==> src/rtl/grbfw_pkg.sv <==
// Shared types and constants for the Gaussian RBF weight core.
// Used by the front, queue, back and top-level files; depends on nothing.

package grbfw_pkg;

  // Number of terms in the Horner series for exp(-f).
  localparam int unsigned SERIES_TERMS = 9;
  // Largest integer part of the argument below the cut-off.
  localparam int unsigned SCALE_STEPS  = 11;
  localparam int unsigned INT_W        = 4;
  localparam int unsigned FRAC_W       = 16;
  // Q.32 accumulator, wide enough to hold exactly 1.0.
  localparam int unsigned ACC_W        = 33;
  localparam int unsigned WEIGHT_W     = 17;
  localparam int unsigned REG_IDX_W    = 2;
  localparam int unsigned QUEUE_DEPTH  = 4;

  localparam logic [ACC_W-1:0] ONE_Q32    = 33'h1_0000_0000;
  localparam logic [31:0]      EXP_M1_Q32 = 32'd1580030169;
  localparam logic [19:0]      X_CUTOFF   = 20'd726818;
  localparam logic [31:0]      INV_R2_RST = 32'd65536;

  typedef enum logic [REG_IDX_W-1:0] {
    REG_CENTER_X      = 2'd0,
    REG_CENTER_Y      = 2'd1,
    REG_CENTER_Z      = 2'd2,
    REG_INV_RADIUS_SQ = 2'd3
  } reg_idx_e;

  // Classified argument handed from the front to the back.
  typedef struct packed {
    logic              kill;
    logic [INT_W-1:0]  n;
    logic [FRAC_W-1:0] f;
  } arg_t;

  typedef struct packed {
    logic full;
    logic empty;
  } q_status_t;

endpackage

==> src/rtl/grbfw_fifo.sv <==
// Short register queue between the front and the back of the RBF core.
// Holds classified arguments; uses grbfw_pkg for the entry and status types.

module grbfw_fifo
  import grbfw_pkg::*;
#(
  parameter int unsigned DEPTH = 4
) (
  input  logic      clk_i,
  input  logic      rst_ni,
  input  logic      push_i,
  input  arg_t      data_i,
  input  logic      pop_i,
  output arg_t      data_o,
  output q_status_t status_o
);

  localparam int unsigned PTR_W = (DEPTH > 1) ? $clog2(DEPTH) : 1;
  localparam int unsigned CNT_W = $clog2(DEPTH + 1);
  localparam logic [PTR_W-1:0] LAST = PTR_W'(DEPTH - 1);

  arg_t             mem_q [DEPTH];
  logic [PTR_W-1:0] wr_ptr_q;
  logic [PTR_W-1:0] rd_ptr_q;
  logic [CNT_W-1:0] cnt_q;

  always_ff @(posedge clk_i or negedge rst_ni) begin
    if (!rst_ni) begin
      wr_ptr_q <= '0;
      rd_ptr_q <= '0;
      cnt_q    <= '0;
    end else begin
      if (push_i) begin
        wr_ptr_q <= (wr_ptr_q == LAST) ? '0 : wr_ptr_q + PTR_W'(1);
      end
      if (pop_i) begin
        rd_ptr_q <= (rd_ptr_q == LAST) ? '0 : rd_ptr_q + PTR_W'(1);
      end
      if (push_i && !pop_i) begin
        cnt_q <= cnt_q + CNT_W'(1);
      end else if (pop_i && !push_i) begin
        cnt_q <= cnt_q - CNT_W'(1);
      end
    end
  end

  always_ff @(posedge clk_i) begin
    if (push_i) begin
      mem_q[wr_ptr_q] <= data_i;
    end
  end

  assign data_o         = mem_q[rd_ptr_q];
  assign status_o.full  = (cnt_q == CNT_W'(DEPTH));
  assign status_o.empty = (cnt_q == '0);

endmodule

==> config.mk <==
export PLATFORM = sky130hd
export DESIGN_NAME = grbfw_fifo
export DESIGN_NICKNAME = d
export VERILOG_FILES = /design/src/rtl/grbfw_pkg.sv /design/src/rtl/grbfw_fifo.sv
export SDC_FILE = /design/constraint.sdc
export NUM_CORES = 1
export LEC_CHECK = 0
export ABC_AREA = 1
export BUFFER_PORTS_ARGS = -buffer_cell sky130_fd_sc_hd__buf_2
export CAP_MARGIN = 5
export CORE_MARGIN = 3
export CORE_UTILIZATION = 30
export CTS_BUF_LIST = sky130_fd_sc_hd__clkbuf_4
export CTS_CLUSTER_SIZE = 24
export DETAILED_ROUTE_END_ITERATION = 7
export MAX_ROUTING_LAYER = met4
export PLACE_DENSITY = 0.54
export SYNTH_ARGS = -nofsm -noshare
export SYNTH_HDL_FRONTEND = slang
export SYNTH_SLANG_ARGS = --single-unit
==> constraint.sdc <==
create_clock -name clk_i -period 2.16 [get_ports clk_i]
set_clock_uncertainty 0.15 [all_clocks]
set_input_delay 0.432 -clock clk_i [delete_from_list [all_inputs] [get_ports clk_i]]
set_output_delay 0.432 -clock clk_i [all_outputs]
set_load 0.02 [all_outputs]
==> metrics.md, run 1 <==
| Metric | Value |
|---|---|
| Tcrit/Tclk final | 101% |
| Mapped Area | ~0.004 sq mm |
| Global-route wire length before repair | 11800 microns |
| Synth area leaders | edfxtp_1, o211ai_2, nand2_1, inv_1, dfrtp_1 |
| Share of the synthesized area in the top cell type | 64.7% |
| Switching power share of the total | between 30% and 40% |
| M1 WL | 3250 microns |
| Placer Congestion | 0.711 |
| DIE AREA | 0.0144 sq mm |
| Worst Max-Slew Pin Slew | 0.310 ns |
| Proportion of layout cells with a drive suffix above 1 | a little under a third |
| Syn nets | 328 |
| IO Port Bufs | 47 |
| Reg-to-reg critical path startpoint | wr_ptr_q[0] |
| Hpwl dp | 4900 microns |
| Hold Vio Cnt, Final | 0 |
| Fmax | around 460 MHz |
| Failing checks | setup timing |
| Met3 WL | 180 microns |
| LEAKAGE | 2.00 nW |
| Pin count of the biggest net entering global routing | 30 |
| Root Driver | clkbuf_4 |
| Crit path from | rd_ptr_q[0] |
| Latest clock arrival within the worst-skew pair | 0.44 ns |
| Rows | 41 |
| TritonCTS clock tree | yes |
| Worst vdd ir | ~350 uV |
| Core area | roughly 0.013 sq mm |
| PwrDens | 1300 mW/mm^2 |
| Final setup viols | 7 |
| Seq pwr share | 39.9% |
| Psw | 0.00225 W |
| CP required | 1.58 ns |
| Vias per cell | 4.31 |
| CP max FO | 29 |
| P&R area growth vs syn | 21.4% |
| Critical Path Sink Type | primary output |
| DR WL met2 | 3920 microns |
| Cell Count, Final, Fillers Out | 536 |
| Fill cells | 1251 |
| WP depth | 6 |
| Maximum capacitance violations | 0 |
| Drt first-iter violations | 86 |
| Yosys top cell by area | edfxtp_1 |
| Clock tree sinks | slightly above 90 |
| Die X-Extent | 120 microns |
| Startpoint types | flip-flop |
| Antenna violations before repair | 1 |
| Top delay family on crit path | buffers and inverters |
| Vias | 2308 |
| Effective utilization at floorplan | a little under a third |
| Routed len/inst | approximately 14 microns |
| Placed cell count | 514 |
| Distinct cell type count after synthesis | 19 |
| Comb pwr share | 43.7% |
| Total Routing Usage GR | 11.3% |
| Syn Area/Cell | 13.2 sq um |
| DR top layer | met4 |
| Total CTS buffers | 9 |
| Cells after Synth | approximately 300 |
| Cells on worst reg2reg path | 4 |
| Final WS setup | -0.0290 ns |
| Pint | 0.00389 W |
| Relative slew margins | 79.3% |
| I/O pins | 48 |
| CP Class | flip-flop to primary output |
| Longest Clk Path Bufs | 2 |
| Slowest CP cell | dfrtp_1 |
| First drt pass iteration count | 4 |
| Final hold slack | 0.0500 ns |
| Die Height | 120 microns |
| Antenna-violating nets left | 0 |
| Total gr overflow | 0 |
| Min cycle time layout | 2.19 ns |
| CP peak stage delay | 0.43 ns |
| Worst path buffer plus inverter count | 3 |
| # H-tree levels | 3 |
| CP arrival | ~1.6 ns |
| Crit-path cells | inv_4, buf_12, nand2_1, o211ai_1, nand2_1, buf_2 |
| NumNets Final | roughly 390 |
| Synthesized flop and latch total | 91 |
| Synthesis Warnings | 0 |
| Hold WC Path Type | input pin to flip-flop |
| Final Max Tran Viols | 0 |
| RSZ-0062 raised after global routing | yes |
| Status | complete, but fails checks |
| Detailed Route WL | 7540 microns |
| Clock share of power | roughly 17% |
| Vias in the first global route | 2262 |
| Crit path to | data_o[11] |
| DR DRC count | 0 |
| Most numerous cell on the critical path | nand2_1 |
| Sequential area share after synthesis | 69.2% |
| Reg clk slew, reported paths | between 0.1 and 0.15 ns |
| R2r setup slk | between 0.5 and 0.6 ns |
| Reg-to-reg endpoint | mem_q[3][1] |
==> logic make-up after synthesis <==
group	count (synthesis)	synth area share (%)
XOR/XNOR	1	0.225
adder cells (fa/ha/maj)	7	2.44
flip-flops	91	69.2
AO/OA/AOI/OAI	47	12.2
AND/OR/NAND/NOR	82	8.05
buffers and inverters	68	7.92
==> worst register-to-register path: stages, from the launching register on <==
cell,delay [ns]
dfrtp_1,0.45
ha_1,0.17
nand2_1,0.06
inv_1,0.25
buf_4,0.27
==> cell type report <==
cell class | instances | area [sq um] | share of cell area (%)
Antenna cell | 1 | 2.50 | 0.0528
Clock buffer | 11 | 82.6 | 1.74
Clock inverter | 3 | 65.1 | 1.37
Inverter | 55 | 211 | 4.46
Multi-Input combinational cell | 137 | 903 | 19.1
Sequential cell | 91 | 2700 | 57.0
Tap cell | 172 | 215 | 4.54
Timing Repair Buffer | 66 | 558 | 11.8
==> power groups by stage <==
stage	logic (W)	clock network, W	registers [W]
after CTS	0.00246	0.00104	0.00245
after detailed placement	0.00228	0	0.00248
final	0.00268	0.00101	0.00245
after floorplan	0.00160	0	0.00246
after global routing	0.00294	0.00112	0.00247
after global placement	0.00224	0	0.00247
==> cells in the mapped netlist <==
library cell and count:
dfrtp_1 7, nor2_1 1, xnor2_1 1, fa_1 1, o21ai_1 2, nand3_1 1, edfxtp_1 84, buf_2 7
o211ai_1 15, buf_6 6, inv_2 2, o21ai_0 2, o211ai_2 27, inv_1 53, nand4_1 1, nand2_1 77
ha_1 6, nor3_1 2, a21oi_1 1
==> registers in the layout, summed over array words and instances, names as in the netlist <==
register,count
rd_ptr_q,2
mem_q,84
cnt_q,3
wr_ptr_q,2
==> worst min-delay path by stage <==
stage / cells past startpoint / end / start / slack, ns
2_1_floorplan: 0 / cnt_q[0] / rst_ni / -0.01
3_3_place_gp: 1 / cnt_q[2] / rst_ni / 0.13
3_5_place_dp: 1 / cnt_q[2] / rst_ni / 0.14
4_1_cts: 1 / mem_q[3][10] / data_i[10] / 0.01
5_1_grt: 1 / mem_q[2][11] / data_i[11] / 0.005
6_report: 1 / mem_q[3][11] / data_i[11] / 0.05
==> repair_timing <==
action / 4_1_cts / 5_1_grt
hold buffers: 1 / 2
setup endpoints to repair: 21 / 21
resized for setup: 9 / 28
cloned: 1 / 1
endpoints found under the hold margin: 7 / 6
buffers inserted: 2 / 0
pin swaps: 0 / 3
==> routing by layer <==
| metal | global-route usage (%) | up-vias |
|---|---|---|
| met1 | 12.2 | 1121 |
| met4 | 6.08 | 0 |
| li1 | - | 1141 |
| met2 | 19.4 | 32 |
| met3 | 2.59 | 14 |
| met5 | - | - |
==> through the flow <==
step / setup WS, ns / area (sq um) / power [W] / utilization, % / setup TNS (ns)
floorplan: 0.558 / 3900 / 0.00406 / - / 0
global placement: 0.409 / 4360 / 0.00471 / 34.4 / 0
detailed placement: 0.359 / 4360 / 0.00476 / 34.4 / 0
CTS: -0.0335 / 4600 / 0.00595 / 36.3 / -0.351
global route: -0.153 / 4740 / 0.00653 / 37.4 / -2.08
finish: -0.0290 / 4740 / 0.00614 / 37.4 / -0.0979
==> cell usage in the layout (no fill, tap or decap), types with 2 or more instances in the layout <==
cell type and n:
buf_12 4, buf_2 34, buf_4 10, buf_6 12
bufinv_16 2, clkbuf_4 11, dfrtp_1 7, dlygate4sd3_1 3
edfxtp_1 84, ha_1 6, inv_1 53, inv_4 2
nand2_1 73, nand2_2 4, nor3_1 2, o211ai_1 15
o211ai_2 27, o21ai_0 2, o21ai_1 2
(Power assumes the default switching activity.)
==> inputs of run 2 (changes only) <==
--- a/config.mk
+++ b/config.mk
@@ -9,12 +9,12 @@
 export BUFFER_PORTS_ARGS = -buffer_cell sky130_fd_sc_hd__buf_2
 export CAP_MARGIN = 5
 export CORE_MARGIN = 3
-export CORE_UTILIZATION = 30
+export CORE_UTILIZATION = 55
 export CTS_BUF_LIST = sky130_fd_sc_hd__clkbuf_4
 export CTS_CLUSTER_SIZE = 24
 export DETAILED_ROUTE_END_ITERATION = 7
 export MAX_ROUTING_LAYER = met4
-export PLACE_DENSITY = 0.54
+export PLACE_DENSITY = 0.83
 export SYNTH_ARGS = -nofsm -noshare
 export SYNTH_HDL_FRONTEND = slang
 export SYNTH_SLANG_ARGS = --single-unit
==> run 2 against run 1 <==
  * The run still ends with setup timing left
  * Clock power is 14% higher
  * Core utilization is 29 points higher
  * First-iteration DRC count up 45%
  * Global-route usage rose by 7.0 points
  * Fmax up 1.2%
  * Total power down 2.7%
  * Die area shrank 44%
  * Count of clock-buffer cells in the layout stayed put
  * Routed wire length is 10% lower
  * Critical path depth unchanged
  * Sequential power is essentially flat
==> metrics.md, run 2 (synthesis gave the netlist of run 1 again) <==
| Metric | Value |
|---|---|
| Status | complete, but fails checks |
| Failing checks | setup timing |
| Clock share of power | 19.3% (+2.8 points) |
| CP required | 1.58 ns (about the same) |
| Clock tree sinks | 91 (unchanged) |
| Drt first-iter violations | 125 (+45%) |
| Total gr overflow | 0 (unchanged) |
| Relative slew margins | 78.3% (-0.94 points) |
| Fmax | 462 MHz (+1.2%) |
| Most flops, register | mem_q |
| Maximum capacitance violations | 0 (unchanged) |
| Reg clk slew, reported paths | 0.13 ns (about the same) |
| Tcrit/Tclk final | 100% (-1.2 points) |
| CP Class | flip-flop to primary output |
| Total CTS buffers | 9 (unchanged) |
| Total Routing Usage GR | 18.3% (+7.0 points) |
| Hpwl dp | 4340 microns (-11%) |
| Pint | 0.00379 W (-2.4%) |
| Pin count of the biggest net entering global routing | 33 (+10%) |
| RSZ-0062 raised after global routing | yes |
| Slowest CP cell | dfrtp_1 |
| Longest Clk Path Bufs | 2 (unchanged) |
| Proportion of layout cells with a drive suffix above 1 | 29.6% (-0.75 points) |
| Rows | 30 (-27%) |
| Detailed Route WL | 6780 microns (-10%) |
| Cell Count, Final, Fillers Out | 458 (-15%) |
| Pwr Total | 0.00597 W (-2.7%) |
| Placed cell count | 436 (-15%) |
| IO Port Bufs | 47 (unchanged) |
| NumNets Final | 389 (-0.77%) |
| # H-tree levels | 3 (unchanged) |
| I/O pins | 48 (unchanged) |
| CP max FO | 26 (-10%) |
| Worst Max-Slew Pin Slew | 0.325 ns (+0.0145 ns) |
| Final setup viols | 1 (-6) |
| Antenna Cells | 0 (-1) |
| Latest clock arrival within the worst-skew pair | 0.41 ns (-0.03 ns) |
| PwrDens | 1310 mW/mm^2 (+1.4%) |
| Critical Path Sink Type | primary output |
| CP arrival | 1.58 ns (-0.03 ns) |
| First drt pass iteration count | 4 (unchanged) |
| Antenna violations before repair | 0 (-1) |
| Psw | 0.00218 W (-3.3%) |
| Max reg flops | 84 (unchanged) |
| Final WS setup | -0.00391 ns (+0.0251 ns) |
| P&R area growth vs syn | 16.5% |
| Most numerous cell on the critical path | nand2_1 |
| Routed len/inst | 14.8 microns (+5.2%) |
| Worst path buffer plus inverter count | 3 (unchanged) |
| Hold Vio Cnt, Final | 0 (unchanged) |
| Die X-Extent | 90.2 microns (-25%) |
| Core area | 0.00683 sq mm (-46%) |
| Top delay family on crit path | buffers and inverters |
| LEAKAGE | 1.96 nW (-1.7%) |
| Regs by FF count | mem_q: 84 flops, cnt_q: 3 flops |
| DR DRC count | 0 (unchanged) |
| Most frequent cells in the layout | edfxtp_1, nand2_1, inv_1 |
| Hold WC Path Type | input pin to flip-flop |
| Worst vdd ir | 745 uV (+110%) |
| DIE AREA | 0.00814 sq mm (-44%) |
| Min cycle time layout | 2.16 ns (-0.0251 ns) |
| Final Max Tran Viols | 0 (unchanged) |
| Antenna-violating nets left | 0 (unchanged) |
| Global-route wire length before repair | 11200 microns (-4.8%) |
| Startpoint types | flip-flop |
| Root Driver | clkbuf_4 |
| Most common library cell in the layout ignoring fill and taps | edfxtp_1 |
| Seq pwr share | 41.2% (+1.3 points) |
| Vias per cell | 5.00 (+16%) |
| Switching power share of the total | 36.4% (-0.22 points) |
| CP peak stage delay | 0.43 ns (about the same) |
| Crit-path cells | inv_4, buf_12, nand2_1, o211ai_1, nand2_1, buf_2 |
| Vias | 2288 (-0.87%) |
| Effective utilization at floorplan | 57.1% (+26 points) |
| Vias in the first global route | 2335 (+3.2%) |
| Placer Congestion | 0.762 (+7.2%) |
| Die Height | 90.2 microns (-25%) |
| TritonCTS clock tree | yes |
| Comb pwr share | 39.5% (-4.2 points) |
## run 2: power by group through the flow
stage          clock [W]  sequential, W  combinational, W
2_1_floorplan          0        0.00246           0.00160
3_3_place_gp           0        0.00247           0.00221
3_5_place_dp           0        0.00249           0.00228
4_1_cts          0.00117        0.00246           0.00233
5_1_grt          0.00123        0.00250           0.00259
6_report         0.00115        0.00246           0.00236
## run 2: area by class of cell
type	count	area (sq um)
clock buffers	11	82.6
clock inverters	5	104
fillers	473	2290
inverters	55	211
multi-input cells	137	893
flip-flops and latches	91	2700
well taps	96	120
repair buffers	63	433
## run 2: through the flow
stage	utilization [%]	setup TNS [ns]	setup WS, ns	cell area [sq um]	hold WS [ns]
floorplan	-	0	0.558	3900	-0.0136
global placement	62.8	0	0.341	4290	0.125
detailed placement	62.8	0	0.291	4290	0.134
CTS	66.0	0	0.00285	4510	0.0378
global route	66.5	-0.908	-0.0822	4540	0.0392
finish	66.5	-0.00391	-0.00391	4540	0.0622
## run 2: timing repair
item                                   4_1_cts  5_1_grt
setup buffers                                2        3
pin swaps                                    0        0
endpoints found under the hold margin        7        0
setup endpoints to repair                   19       21
gates resized for setup                      3        2
hold buffers                                 1        0
## run 2: worst paths after layout
check / startpoint / end / slack, ns / depth (start not counted)
worst max-delay path: rd_ptr_q[0] / data_o[11] / -0.004 / 6
worst min-delay path: data_i[15] / mem_q[1][15] / 0.06 / 1
worst max register to register: wr_ptr_q[0] / mem_q[2][8] / 0.55 / 5
worst min register to register: cnt_q[2] / cnt_q[2] / 0.39 / 2
max in group asynchronous: rst_ni / rd_ptr_q[0] / 1.48 / 2
min in group asynchronous: rst_ni / cnt_q[0] / 0.21 / 2
## run 2: metal layers
layer	track usage [%]	share of wire, %	vias up
met3	4.27	4.2	23
met5	-	0	-
li1	-	-	1139
met1	21.7	43	1067
met4	8.93	3.2	0
met2	29.7	50	59
==> inputs of run 3 (changes only) <==
--- a/config.mk
+++ b/config.mk
@@ -9,12 +9,12 @@
 export BUFFER_PORTS_ARGS = -buffer_cell sky130_fd_sc_hd__buf_2
 export CAP_MARGIN = 5
 export CORE_MARGIN = 3
-export CORE_UTILIZATION = 55
+export CORE_UTILIZATION = 50
 export CTS_BUF_LIST = sky130_fd_sc_hd__clkbuf_4
 export CTS_CLUSTER_SIZE = 24
 export DETAILED_ROUTE_END_ITERATION = 7
 export MAX_ROUTING_LAYER = met4
-export PLACE_DENSITY = 0.83
+export PLACE_DENSITY = 0.77
 export SYNTH_ARGS = -nofsm -noshare
 export SYNTH_HDL_FRONTEND = slang
 export SYNTH_SLANG_ARGS = --single-unit
==> run 3 against run 2 <==
  * The run still ends with setup timing left
  * Sequential power is essentially flat
  * Final area grew 5.6%
  * First-iteration DRC count grew 110%
  * Clock power shrank 31%
  * Final cell count grew 3.3%
  * Global-route usage grew 0.24 points
  * Via count grew 5.0%
  * Total power grew 5.6%
==> metrics.md, run 3 (synthesis gave the netlist of run 1 again) <==
| Metric | Value |
|---|---|
| CP peak stage delay | 0.50 ns (+0.07 ns) |
| Core area | 0.00741 sq mm (+8.4%) |
| Total Routing Usage GR | 18.6% (+0.24 points) |
| # H-tree levels | 3 (unchanged) |
| Relative slew margins | 82.4% (+4.0 points) |
| Tcrit/Tclk final | 106% (+5.4 points) |
| Final WS setup | -0.120 ns (-0.116 ns) |
| PwrDens | 1310 mW/mm^2 (about the same) |
| Hold Vio Cnt, Final | 0 (unchanged) |
| Slowest CP cell | dfrtp_2 |
| Most common library cell in the layout ignoring fill and taps | edfxtp_1 |
| Design area | 0.00479 sq mm (+5.6%) |
| Routed len/inst | 17.2 microns (+16%) |
| Placed Area | 0.00429 sq mm (about the same) |
| Longest Clk Path Bufs | 2 (unchanged) |
| LEAKAGE | 2.06 nW (+5.0%) |
| Effective utilization at floorplan | 52.6% (-4.4 points) |
| Worst path buffer plus inverter count | 3 (unchanged) |
| DIE AREA | 0.00890 sq mm (+9.3%) |
| Maximum capacitance violations | 0 (unchanged) |
| Most flops, register | mem_q |
| NumNets Final | 400 (+2.8%) |
| CP required | 1.58 ns (about the same) |
| Top delay family on crit path | flip-flops |
| Most frequent cells in the layout | edfxtp_1, nand2_1, inv_1 |
| Fmax | 439 MHz (-5.1%) |
| Total gr overflow | 0 (unchanged) |
| Crit-path cells | inv_8, clkbuf_16, nand2_1, o211ai_1, nand2_1, buf_6 |
| Placer Congestion | 0.741 (-2.8%) |
| Startpoint types | flip-flop |
| Worst Max-Slew Pin Slew | 0.264 ns (-0.0606 ns) |
| Root Driver | clkbuf_4 |
| Latest clock arrival within the worst-skew pair | 0.43 ns (+0.02 ns) |
| Vias per cell | 5.08 (+1.7%) |
| Max reg flops | 84 (unchanged) |
| Worst vdd ir | 886 uV (+19%) |
| Global-route wire length before repair | 11800 microns (+5.4%) |
| Vias | 2403 (+5.0%) |
| Pin count of the biggest net entering global routing | 26 (-21%) |
| Gr busiest metal | met2 |
| Final hold slack | 0.0585 ns (-0.00369 ns) |
| Antenna violations before repair | 1 (+1) |
| Met3 track demand over resource | 3.61% (-0.66 points) |
| IO Port Bufs | 47 (unchanged) |
| CP Class | flip-flop to primary output |
| RSZ-0062 raised after global routing | yes |
| Final setup viols | 18 (+17) |
| Reg clk slew, reported paths | 0.14 ns (about the same) |
| Hold WC Path Type | input pin to flip-flop |
| Die X-Extent | 94.3 microns (+4.6%) |
| Critical Path Sink Type | primary output |
| P&R area growth vs syn | 22.9% |
| Proportion of layout cells with a drive suffix above 1 | 34.6% (+5.0 points) |
| CP max FO | 8 (-69%) |
| Regs by FF count | mem_q: 84 flops, cnt_q: 3 flops |
| Total CTS buffers | 9 (unchanged) |
| Rows | 31 (+3.3%) |
| Drt first-iter violations | 263 (+110%) |
| I/O pins | 48 (unchanged) |
| Clock tree sinks | 91 (unchanged) |
| Vias in the first global route | 2409 (+3.2%) |
| DR DRC count | 0 (unchanged) |
| TritonCTS clock tree | yes |
| Die Height | 94.3 microns (+4.6%) |
| Detailed Route WL | 8120 microns (+20%) |
| Met2 Usage GRT | 28.4% (-1.3 points) |
| Hpwl dp | 4350 microns (+0.23%) |
| Most numerous cell on the critical path | nand2_1 |
| Min cycle time layout | 2.28 ns (+0.116 ns) |
| Final Max Tran Viols | 0 (unchanged) |
| Failing checks | setup timing |
| GRT met1 Usage | 24.2% (+2.5 points) |
| Antenna-violating nets left | 0 (unchanged) |
| First drt pass iteration count | 4 (unchanged) |
| CP arrival | 1.70 ns (+0.12 ns) |
| Status | complete, but fails checks |
run 3: cell types whose count changed in the layout (fill, tap and decap cells not counted), sizes merged:
cell	change
clkinv	+2
inv	+1
clkbuf	+5
diode	+1
buf	+4
bufinv	-3
clkinvlp	+2
run 3: layout make-up:
cell class / instances / area, sq um
antenna: 1 / 2.50
inverter: 55 / 216
clock inverter: 6 / 32.5
tap: 99 / 124
sequential: 91 / 2700
multi-input combinational: 137 / 942
fill: 526 / 2610
clock buffer: 10 / 75.1
timing repair buffer: 73 / 697
timing repair inverter: 1 / 6.26
run 3: per-stage QoR:
step | util [%] | setup TNS, ns | setup slack [ns] | cells | total power [W]
finish | 64.7 | -0.491 | -0.120 | 473 | 0.00630
global route | 64.7 | -1.98 | -0.198 | 473 | 0.00667
CTS | 62.2 | -1.01 | -0.0747 | 466 | 0.00596
detailed placement | 57.9 | 0 | 0.343 | 442 | 0.00476
global placement | 57.9 | 0 | 0.414 | 442 | 0.00471
floorplan | - | 0 | 0.558 | 296 | 0.00406
run 3: repair_timing:
action,CTS,global route
pin swaps,3,13
hold endpoints to repair,7,0
endpoints found under the setup margin,17,21
hold buffers,1,0
setup buffers,4,1
resized for setup,23,31
cloned,3,8
run 3: path summary, 6_finish.rpt:
check                      slack (ns)  cells past startpoint   startpoint            to
hold / removal                   0.06                      1    data_i[3]   mem_q[3][3]
hold reg to reg                  0.39                      1  wr_ptr_q[0]   wr_ptr_q[0]
setup reg to reg                 0.65                      5  wr_ptr_q[1]  mem_q[1][10]
max in group asynchronous        1.49                      2       rst_ni   rd_ptr_q[0]
setup / recovery                -0.12                      6  rd_ptr_q[0]    data_o[13]
min in group asynchronous        0.19                      2       rst_ni      cnt_q[0]
run 3: per-layer routing:
metal	routed length [microns]	up-vias
li1	-	1163
met1	3400	1145
met2	4110	87
met3	512	8
met4	90	0
met5	0	-
run 3: power breakdown:
group          switching (W)  leakage [nW]  internal [W]
logic                0.00173          1.15       0.00132
clock network       0.000551        0.0573      0.000239
registers           0.000162         0.854       0.00230
total                0.00244          2.06       0.00386
